$ cat src/sv/bsr_pkg.sv
// ----------------------------------------------------------------------------
// bsr_pkg: shared types and constants of the byte stream reassembler
// Ring size, index and count widths, command and status codes, the
// sequencer states and the request/response bundle of the offset unit.
// ----------------------------------------------------------------------------
package bsr_pkg;

	// Ring size in bytes. It is a power of two, so a slot is the low bits of an index.
	localparam int CAPACITY = 1024;
	localparam int SLOT_W   = $clog2(CAPACITY);
	localparam int IDX_W    = 32;
	localparam int CNT_W    = 11;

	typedef logic [IDX_W-1:0]  idx_t;
	typedef logic [SLOT_W-1:0] slot_t;
	typedef logic [CNT_W-1:0]  cnt_t;

	localparam idx_t CAP_IDX = IDX_W'(CAPACITY);
	localparam slot_t SLOT_LAST = SLOT_W'(CAPACITY - 1);

	typedef enum logic {
		CMD_PUSH = 1'b0,
		CMD_READ = 1'b1
	} cmd_t;

	typedef enum logic [1:0] {
		ST_NEW  = 2'd0,
		ST_DUP  = 2'd1,
		ST_DROP = 2'd2,
		ST_NONE = 2'd3
	} status_t;

	typedef enum logic [3:0] {
		S_CLEAR,
		S_IDLE,
		S_P_WIN,
		S_P_END,
		S_P_OFF,
		S_P_CHK,
		S_P_EOF,
		S_P_EOFEND,
		S_R_POP,
		S_R_DATA,
		S_D_RD,
		S_D_CHK,
		S_DONE
	} state_t;

	// One request to the shared offset unit: diff = a - b, compared against lim.
	typedef struct packed {
		idx_t a;
		idx_t b;
		idx_t lim;
	} ofs_req_t;

	typedef struct packed {
		idx_t diff;
		logic lt;
		logic le;
	} ofs_res_t;

endpackage

$ cat src/sv/bsr_offset_unit.sv
// ----------------------------------------------------------------------------
// bsr_offset_unit: shared wrap-around offset and compare unit
// Forms a 32-bit modular offset a - b and compares it with a limit.
// ----------------------------------------------------------------------------
module bsr_offset_unit (
	input  bsr_pkg::ofs_req_t req,
	output bsr_pkg::ofs_res_t res
);
	import bsr_pkg::*;

	idx_t diff;

	always_comb begin
		diff     = req.a - req.b;
		res.diff = diff;
		res.lt   = diff < req.lim;
		res.le   = diff <= req.lim;
	end

endmodule

$ cat config.mk
export PLATFORM = sky130hd
export DESIGN_NAME = bsr_offset_unit
export DESIGN_NICKNAME = d
export VERILOG_FILES = /design/src/sv/bsr_pkg.sv /design/src/sv/bsr_offset_unit.sv
export SDC_FILE = /design/constraint.sdc
export NUM_CORES = 1
export LEC_CHECK = 0
export ABC_AREA = 1
export BUFFER_PORTS_ARGS = -buffer_cell sky130_fd_sc_hd__buf_4
export CAP_MARGIN = 5
export CORE_ASPECT_RATIO = 0.75
export CORE_MARGIN = 3
export CORE_UTILIZATION = 50
export DETAILED_ROUTE_END_ITERATION = 6
export GPL_TIMING_DRIVEN = 0
export PLACE_DENSITY = 0.93
export SLEW_MARGIN = 20
export SYNTH_ARGS = -nofsm -noshare
export SYNTH_HDL_FRONTEND = slang
export SYNTH_SLANG_ARGS = --single-unit
$ cat constraint.sdc
create_clock -name vclk -period 6.4
set_input_delay 1.92 -clock vclk [all_inputs]
set_output_delay 1.92 -clock vclk [all_outputs]
set_load 0.01 [all_outputs]
### Word level (Yosys, flattened, before mapping)

Cells that the tools add are included.

| word-level totals | value |
|---|---|
| input bits | 96 |
| word-level logic and storage cells | 3 |
| flip-flop bits (word level) | 0 |

| cells by class | value |
|---|---|
| add/sub/neg operators | 1 |
| magnitude comparators | 2 |

Operators with widths:

| kind | number |
|---|---|
| 32-bit less-or-equal comparator | 1 |
| 32-bit < comparator | 1 |
| 32-bit subtractor | 1 |

### Logic depth before layout (Yosys ltp)

Gate-level depths: netlist of the first run.

| logic depth | value |
|---|---|
| depth in word-level cells | 2 |
| gate-level depth with buffers | 23 |

### Least setup slack after synthesis of the first run

No wires, ideal clock.

| path | value |
|---|---|
| kind | input port to output port |
| start | in req[64] (netlist bit) |
| end | out res[0] (netlist bit) |
| slack | 0.325 ns |
| arrival time | 4.155 ns |
| stages | 22 |
| data required time | 4.480 ns |
| cell sequence | inv_1 ha_1 inv_1 fa_1 nand3_1 nand3_1 nand2_1 nand2_2 nand2_1 nand2_2 nand2_1 nand2_1 nand2_1 nand2_1 ha_1 nand2_1 nor2_1 nand4_1 nor3_1 nand2_1 nand2_1 nand2_1 |

RTL lines:

| item | RTL line | source |
|---|---|---|
| start: declaration | bsr_offset_unit.sv:6 | `input bsr_pkg::ofs_req_t req,` |
| end: declaration | bsr_offset_unit.sv:7 | `output bsr_pkg::ofs_res_t res` |

==> run summary, run 1 <==
In this run, post-CTS hold repair placed 0 buffers. A synthesized cell averages 5.04 um2. For the worst setup path, the data arrival time is 4.43 ns. The run gives 1.000 as the share of total power in combinational logic.

Setup violations remaining at the end of the flow were counted as 0. The top cell type's share of synthesized area came out at 0.281. The number of clock buffers in the layout was 0; the placed wire-length estimate was 9380 um. The DRC marker count from the first detailed-route iteration was 273; the met3 track utilization from global routing was 0.00455. Setup repair after global routing could not meet its margin everywhere. The met2 routing resource usage after global routing is 0.427.

The first global-routing pass estimated 16,900 um of wire. The effective utilization at floorplan came out at 0.523. Using the TritonRoute via totals, the vias-per-cell ratio works out to 4.89. The global router's overall resource usage was 0.260. In this run the most used layer during global routing was met2. Yosys printed 0 warnings.

The clock share of power is 0, and the gate count of the mapped netlist is 665. The switching power as a share of total power came out at 0.558. By instance count, the cell type seen most on the critical path is sky130_fd_sc_hd__nand2_1. The filler cells instantiated in the layout total 535. Number of global-route vias before repair: 3,805.

Following the worst setup path forward leads to its endpoint at res[0]. The type of the worst min-delay path was primary input to output pin. Routability-driven placement finished with a final weighted congestion of 0.904.

Launch point of the worst path: req[47]. Count of boundary I/O pins: 130. Overall power consumption after layout is estimated at 0.000548 W. Sorting the synthesized cells by area gives the leading types as sky130_fd_sc_hd__nand2_1 28%, sky130_fd_sc_hd__ha_1 24%, sky130_fd_sc_hd__inv_1 21%, sky130_fd_sc_hd__a21oi_1 4.9%, sky130_fd_sc_hd__nor2_1 4.9%.

Fraction of layout instances using a drive strength above 1: 0.289. The run finished with clean final reports. Summed over all nets, the switching power comes to 0.000306 W. The internal power of the cells totals 0.000242 W.

Counting every net in the synthesized netlist gives 825. The tools report the hold violation total from the final report as 0. The number of buffer cells added on primary ports came out at 130. The class of the most critical setup path was primary input to output pin. In this run the static leakage power is 3.17 nW.

The signal on the critical path passes through buf_4 > inv_1 > ha_1 > nand2_1 > nand2_1 > nand2_1 > nand2_1 > nand2_1 > nand2_1 > a21oi_1 > nand2_1 > nand2_1 > nand2_1 > ha_1 > nand2_1 > inv_1 > nand3_2 > inv_1 > nand2_1 > nand2_1 > a21oi_2 > nand2_1 > nand2_1 > buf_6. The post-route clock period utilization was 0.992. The sequential cell area in the final layout was 0 um2; the worst-margin pin slew was 0.380 ns. Number of antenna violations at the first check in global routing: 0. The kind of launch point of the worst setup path is a primary input. The worst slew slack as a fraction of its limit is 0.746, and the antenna diode count is 0. The run gives 7730 um2 as the area enclosed by the die boundary. In the routed design, unresolved DRC markers number 0. For this run, the top clock speed supported by timing is 0.158 GHz. Met1 capacity usage during global routing: 0.392.

The synthesized design spends more area on one cell type than any other, namely sky130_fd_sc_hd__nand2_1. The die is 76.9 um tall. The synthesis-to-layout area growth is 43.6%. The max-slew violation count is 0, and the power density normalized to cell area is 114 nW/um2.

Along the worst path, the maximum fanout reaches 4. In the synthesized netlist, the cells that appear most often are 251 x sky130_fd_sc_hd__nand2_1, 183 x sky130_fd_sc_hd__inv_1, 63 x sky130_fd_sc_hd__ha_1. The core area came out at 6410 um2. The detailed-routing iteration count for the pre-antenna-repair pass was 5.

For this run the aggregate overflow at the end of global routing stands at 0. In the finished design the tool counted flip-flops and latches totalling 0. The tools report the count of standard-cell rows as 25. The floorplan step set the die width to 101 um. The total wire length is 10,900 um, and the number of nets in the finished design is 966.

Post-layout minimum cycle time: 6.35 ns. The tools report the share of the yosys chip area belonging to registers as 0. Hold is met by 4.22 ns. STA puts the critical path data required time at 4.48 ns.

The largest single stage delay on the critical path is 0.39 ns. The run gives 23 as the post-synthesis cell type count. Dividing the detail-routed wire length by the instance count gives 12.3 um. For the largest net degree at the start of global routing, the log shows 8.

The most common cell in the synthesized netlist is sky130_fd_sc_hd__nand2_1. Across the run, the number of max-cap violations was 0. The number of nets with antenna violations after detailed routing is 0, and the highest ir drop seen on vdd is 0.0549 mV. The tools report the mapped cell area as 3350 um2. The worst-path cell with the longest stage delay is sky130_fd_sc_hd__ha_1. The worst setup path is captured at an output pin.

The logs give 4,327 for the total vias in the final route and 0 for the sequential power share.
[placed cells by master, fill, tap and decap left out, types with 3 or more instances in the layout]
| cell type | n |
|---|---|
| sky130_fd_sc_hd__nor3_2 | 3 |
| sky130_fd_sc_hd__buf_6 | 4 |
| sky130_fd_sc_hd__o21ai_0 | 4 |
| sky130_fd_sc_hd__buf_4 | 136 |
| sky130_fd_sc_hd__xor2_1 | 16 |
| sky130_fd_sc_hd__nor2_1 | 40 |
| sky130_fd_sc_hd__nand3_1 | 24 |
| sky130_fd_sc_hd__a21oi_1 | 23 |
| sky130_fd_sc_hd__nand2_1 | 232 |
| sky130_fd_sc_hd__ha_1 | 39 |
| sky130_fd_sc_hd__inv_1 | 180 |
| sky130_fd_sc_hd__nand2_2 | 31 |
| sky130_fd_sc_hd__ha_2 | 15 |
| sky130_fd_sc_hd__nand4_1 | 5 |
| sky130_fd_sc_hd__a21oi_2 | 12 |
| sky130_fd_sc_hd__nor2_2 | 5 |
| sky130_fd_sc_hd__nand3_2 | 6 |
| sky130_fd_sc_hd__inv_2 | 4 |
| sky130_fd_sc_hd__ha_4 | 9 |
[repair_timing]
| item | 4_1_cts | 5_1_grt |
|---|---|---|
| endpoints found under the setup margin | 2 | 2 |
| pin swaps | 16 | 20 |
| gates resized for setup | 21 | 58 |
| gates cloned | 0 | 0 |
| hold endpoints to repair | 0 | 0 |
| setup buffers | 7 | 2 |
[worst min path at each step]
stage / from / endpoint / slack [ns] / depth (start not counted)
after floorplan: req[32] / res[2] / 4.03 / 2
after global placement: req[32] / res[2] / 4.22 / 4
after detailed placement: req[32] / res[2] / 4.23 / 4
after CTS: req[32] / res[2] / 4.21 / 4
after global routing: req[32] / res[2] / 4.25 / 4
final: req[32] / res[2] / 4.22 / 4
[power groups by stage]
stage / clock network (W) / logic (W) / registers, W
global route: 0 / 0.000609 / 0
detailed placement: 0 / 0.000487 / 0
global placement: 0 / 0.000470 / 0
floorplan: 0 / 0.000295 / 0
CTS: 0 / 0.000507 / 0
finish: 0 / 0.000548 / 0
[worst max-delay path, delay by kind of cell]
| family | cells | cell delay [ns] |
|---|---|---|
| AOI/OAI and AO/OA | 2 | 0.33 |
| and+or+nand+nor | 15 | 1.19 |
| adders and majority gates | 2 | 0.68 |
| buffers and inverters | 5 | 0.31 |
[routing by layer]
layer | wire length, um | share of wire
met5 | 0 | 0
met1 | 5080 | 0.47
met4 | 133 | 0.012
met2 | 4850 | 0.44
met3 | 862 | 0.079
[cell type report]
type / instances / area (um2) / share of cell area
plain buffers: 1 / 11.3 / 0.00234
well taps: 81 / 101 / 0.0211
inverters: 186 / 703 / 0.146
repair buffers: 139 / 1050 / 0.219
multi-input cells: 478 / 2940 / 0.611
[cells by family (layout without fill, tap and decap cells)]
family / count (synthesis) / after routing / synth area share
and+or+nand+nor: 354 / 354 / 0.434
buffers and inverters: 187 / 326 / 0.212
adders and majority gates: 64 / 64 / 0.241
AOI/OAI and AO/OA: 44 / 44 / 0.0717
xor gates and xnor gates: 16 / 16 / 0.0418
[through the flow]
step / setup slack (ns) / cells / setup TNS (ns) / utilization / cell area, um2
after global placement: -0.302 / 876 / -0.586 / 0.691 / 4430
after detailed placement: -0.302 / 876 / -0.590 / 0.691 / 4430
final: 0.0540 / 885 / 0 / 0.750 / 4810
after global routing: -0.112 / 885 / -0.211 / 0.750 / 4810
after floorplan: 0.325 / 665 / 0 / - / 3350
after CTS: -0.0328 / 883 / -0.0433 / 0.711 / 4560
Note: power is estimated with default switching activity, not from simulation.
==> run 2, diff against run 1 <==
--- a/config.mk
+++ b/config.mk
@@ -8,7 +8,7 @@
 export ABC_AREA = 1
 export BUFFER_PORTS_ARGS = -buffer_cell sky130_fd_sc_hd__buf_4
 export CAP_MARGIN = 5
-export CORE_ASPECT_RATIO = 0.75
+export CORE_ASPECT_RATIO = 1.75
 export CORE_MARGIN = 3
 export CORE_UTILIZATION = 50
 export DETAILED_ROUTE_END_ITERATION = 6
==> run 2 against run 1 <==
Die area grew 0.37%; final cell count increased by 0.68%; cell area rose by 1.2%; worst setup slack worse by 0.16 ns; sequential cell count unchanged; global-route usage increased by 1.4 points; combinational power increased by 3%; the run now ends with negative setup slack left; clock-buffer cell count unchanged; hold slack got worse by 0.0062 ns; first-iteration DRC count shrank 11%; core utilization rose by 1.4 points.
==> run summary, run 2 (synthesized netlist as in run 1, its figures left out) <==
The flow ran to the end, but the final reports show violations. The checks that failed: negative setup slack. The worst-margin pin slew works out to 0.451 ns (+0.0706 ns). The number of inserted filler cells in the final layout is 529 (-1.1%), and the residual DRC count is 0 (unchanged). The worst hold path belongs to the class primary input to output pin.

The highest fanout seen on the critical path was 4 (unchanged); the total negative setup slack was -0.194 ns (-0.194 ns). The power density normalized to cell area works out to 116 nW/um2 (+1.8%). The number of buffer cells added on primary ports is 130 (unchanged), and the antenna diode count is 0 (unchanged). First-pass GRT wire length: 17,000 um (+0.12%). The synthesis-to-layout area growth came out at 45.3%.

The data arrival time of the worst path was 4.58 ns (+0.15 ns). For the number of buffers added to fix hold violations after cts, the log shows 0 (unchanged). The tools report the sort of element at the end of the critical path as an output pin.

The post-layout minimum cycle time is 6.50 ns (+0.156 ns), and the placed instance area is 4430 um2 (about the same). The logs give 4870 um2 (+1.2%) for the final instance area and 0 (unchanged) for the number of clock buffers in the layout. Setup repair after global routing could not meet its margin everywhere. The horizontal die dimension was 67.9 um (-32%); the area enclosed by the die boundary was 7760 um2 (+0.37%).

The number of nets with antenna violations after detailed routing is 0 (unchanged), and the effective utilization at floorplan is 0.526 (+0.00339). For the core area, the log shows 6370 um2 (-0.64%). Leaving out fill and tap cells, the most frequent cell in the layout is sky130_fd_sc_hd__nand2_1. The worst slew slack as a fraction of its limit was 0.698 (-0.0472); the number of antenna violations at the first check in global routing was 0 (unchanged). For the DRC marker count from the first detailed-route iteration, the log shows 243 (-11%).

The sequential cell count is 0 (unchanged). The highest ir drop seen on vdd is 0.0769 mV (+40%). The total of endpoints with negative setup slack in the final report came out at 2 (+2). Fraction of layout instances using a drive strength above 1: 0.295 (+0.00614).

The kind of launch point of the worst setup path was a primary input. Count of boundary I/O pins: 130 (unchanged). Number of nets in the finished design: 973 (+0.72%). The die span in y was 114 um (+49%).

The post-route clock period utilization came out at 1.02 (+0.0244). The maximum frequency from static timing analysis was 0.154 GHz (-2.4%). The overflow left after global routing came out at 0 (unchanged). Detail-routed via count per cell: 5.06 (+3.5%). The top cell types in the final layout, fill and taps aside, are 228 x sky130_fd_sc_hd__nand2_1, 181 x sky130_fd_sc_hd__inv_1, 144 x sky130_fd_sc_hd__buf_4.

The required arrival time at the worst endpoint is 4.48 ns (about the same). Routed wire length per instance: 13.6 um (+9.9%). The max-cap violation count came out at 0 (unchanged). For the max-slew violation count, the log shows 0 (unchanged).

The run gives 0 um2 (unchanged) as the sequential cell area in the final layout. The leakage dissipation came out at 3.21 nW (+1.3%). Hold violation total from the final report: 0 (unchanged). The global router's overall resource usage is 0.274 (+0.0144), and the total vias in the final route is 4,507 (+4.2%). The weighted congestion reported at the end of routability-driven placement is 0.892 (-1.3%), and the placed wire-length estimate is 9640 um (+2.7%).

The class of the most critical setup path is primary input to output pin. The largest net degree at the start of global routing is 8 (unchanged), and the slack of the critical path is -0.102 ns (-0.156 ns). Detailed-routing iteration count for the pre-antenna-repair pass: 4 (-1). The number of global-route vias before repair was 4,395 (+16%); the count of standard-cell rows was 38 (+52%). The setup slack at placement is -0.270 ns (+0.0323 ns), and the total wire length is 12,100 um (+11%).
run 2: through the flow:
stage | std cells | util | total power (W) | hold WS [ns]
floorplan | 665 | - | 0.000295 | 4.03
global placement | 875 | 0.695 | 0.000472 | 4.23
detailed placement | 875 | 0.695 | 0.000488 | 4.23
CTS | 884 | 0.718 | 0.000509 | 4.21
global route | 891 | 0.764 | 0.000625 | 4.24
finish | 891 | 0.764 | 0.000565 | 4.21
run 2: layout make-up:
type                       instances  area [um2]  share of cell area
inverter                         186         701               0.144
timing repair buffer             146        1100               0.227
multi-input combinational        478        2950               0.607
buffer                             1        11.3             0.00231
tap                               80         100              0.0206
run 2: worst max-delay path: stages:
cell and delay, ns:
sky130_fd_sc_hd__buf_4 0.12, sky130_fd_sc_hd__ha_2 0.39, sky130_fd_sc_hd__nand2_2 0.09, sky130_fd_sc_hd__inv_2 0.06, sky130_fd_sc_hd__nand2_1 0.08, sky130_fd_sc_hd__nor3_1 0.26
sky130_fd_sc_hd__nand2_2 0.09, sky130_fd_sc_hd__nand2_2 0.10, sky130_fd_sc_hd__nand2_1 0.07, sky130_fd_sc_hd__nand3_1 0.08, sky130_fd_sc_hd__nand2_2 0.09, sky130_fd_sc_hd__ha_1 0.28
sky130_fd_sc_hd__nand2_1 0.08, sky130_fd_sc_hd__nor2_2 0.16, sky130_fd_sc_hd__nand4_1 0.13, sky130_fd_sc_hd__nor3_2 0.25, sky130_fd_sc_hd__nand2_1 0.09, sky130_fd_sc_hd__nand2_2 0.07
sky130_fd_sc_hd__nand2_1 0.06, sky130_fd_sc_hd__buf_6 0.12
run 2: final timing paths:
path	start	end	slack (ns)	cells past startpoint
max	req[75]	res[0]	-0.10	20
min	req[32]	res[2]	4.21	4
run 2: power by group:
group	switching, W	internal (W)	total [W]
Sequential	0	0	0
Combinational	0.000316	0.000249	0.000565
Clock	0	0	0
Total	0.000316	0.000249	0.000565
run 2: timing repair:
item | CTS | global route
buffers inserted | 9 | 7
gates resized for setup | 21 | 60
endpoints found under the setup margin | 2 | 2
pin swaps | 14 | 17
run 2: routing by layer:
layer	global-route usage	wire (um)	up-vias
met3	0.0226	594	86
met2	0.555	6700	202
li1	-	-	2268
met4	0.218	1010	0
met5	0	0	-
met1	0.217	3800	1951
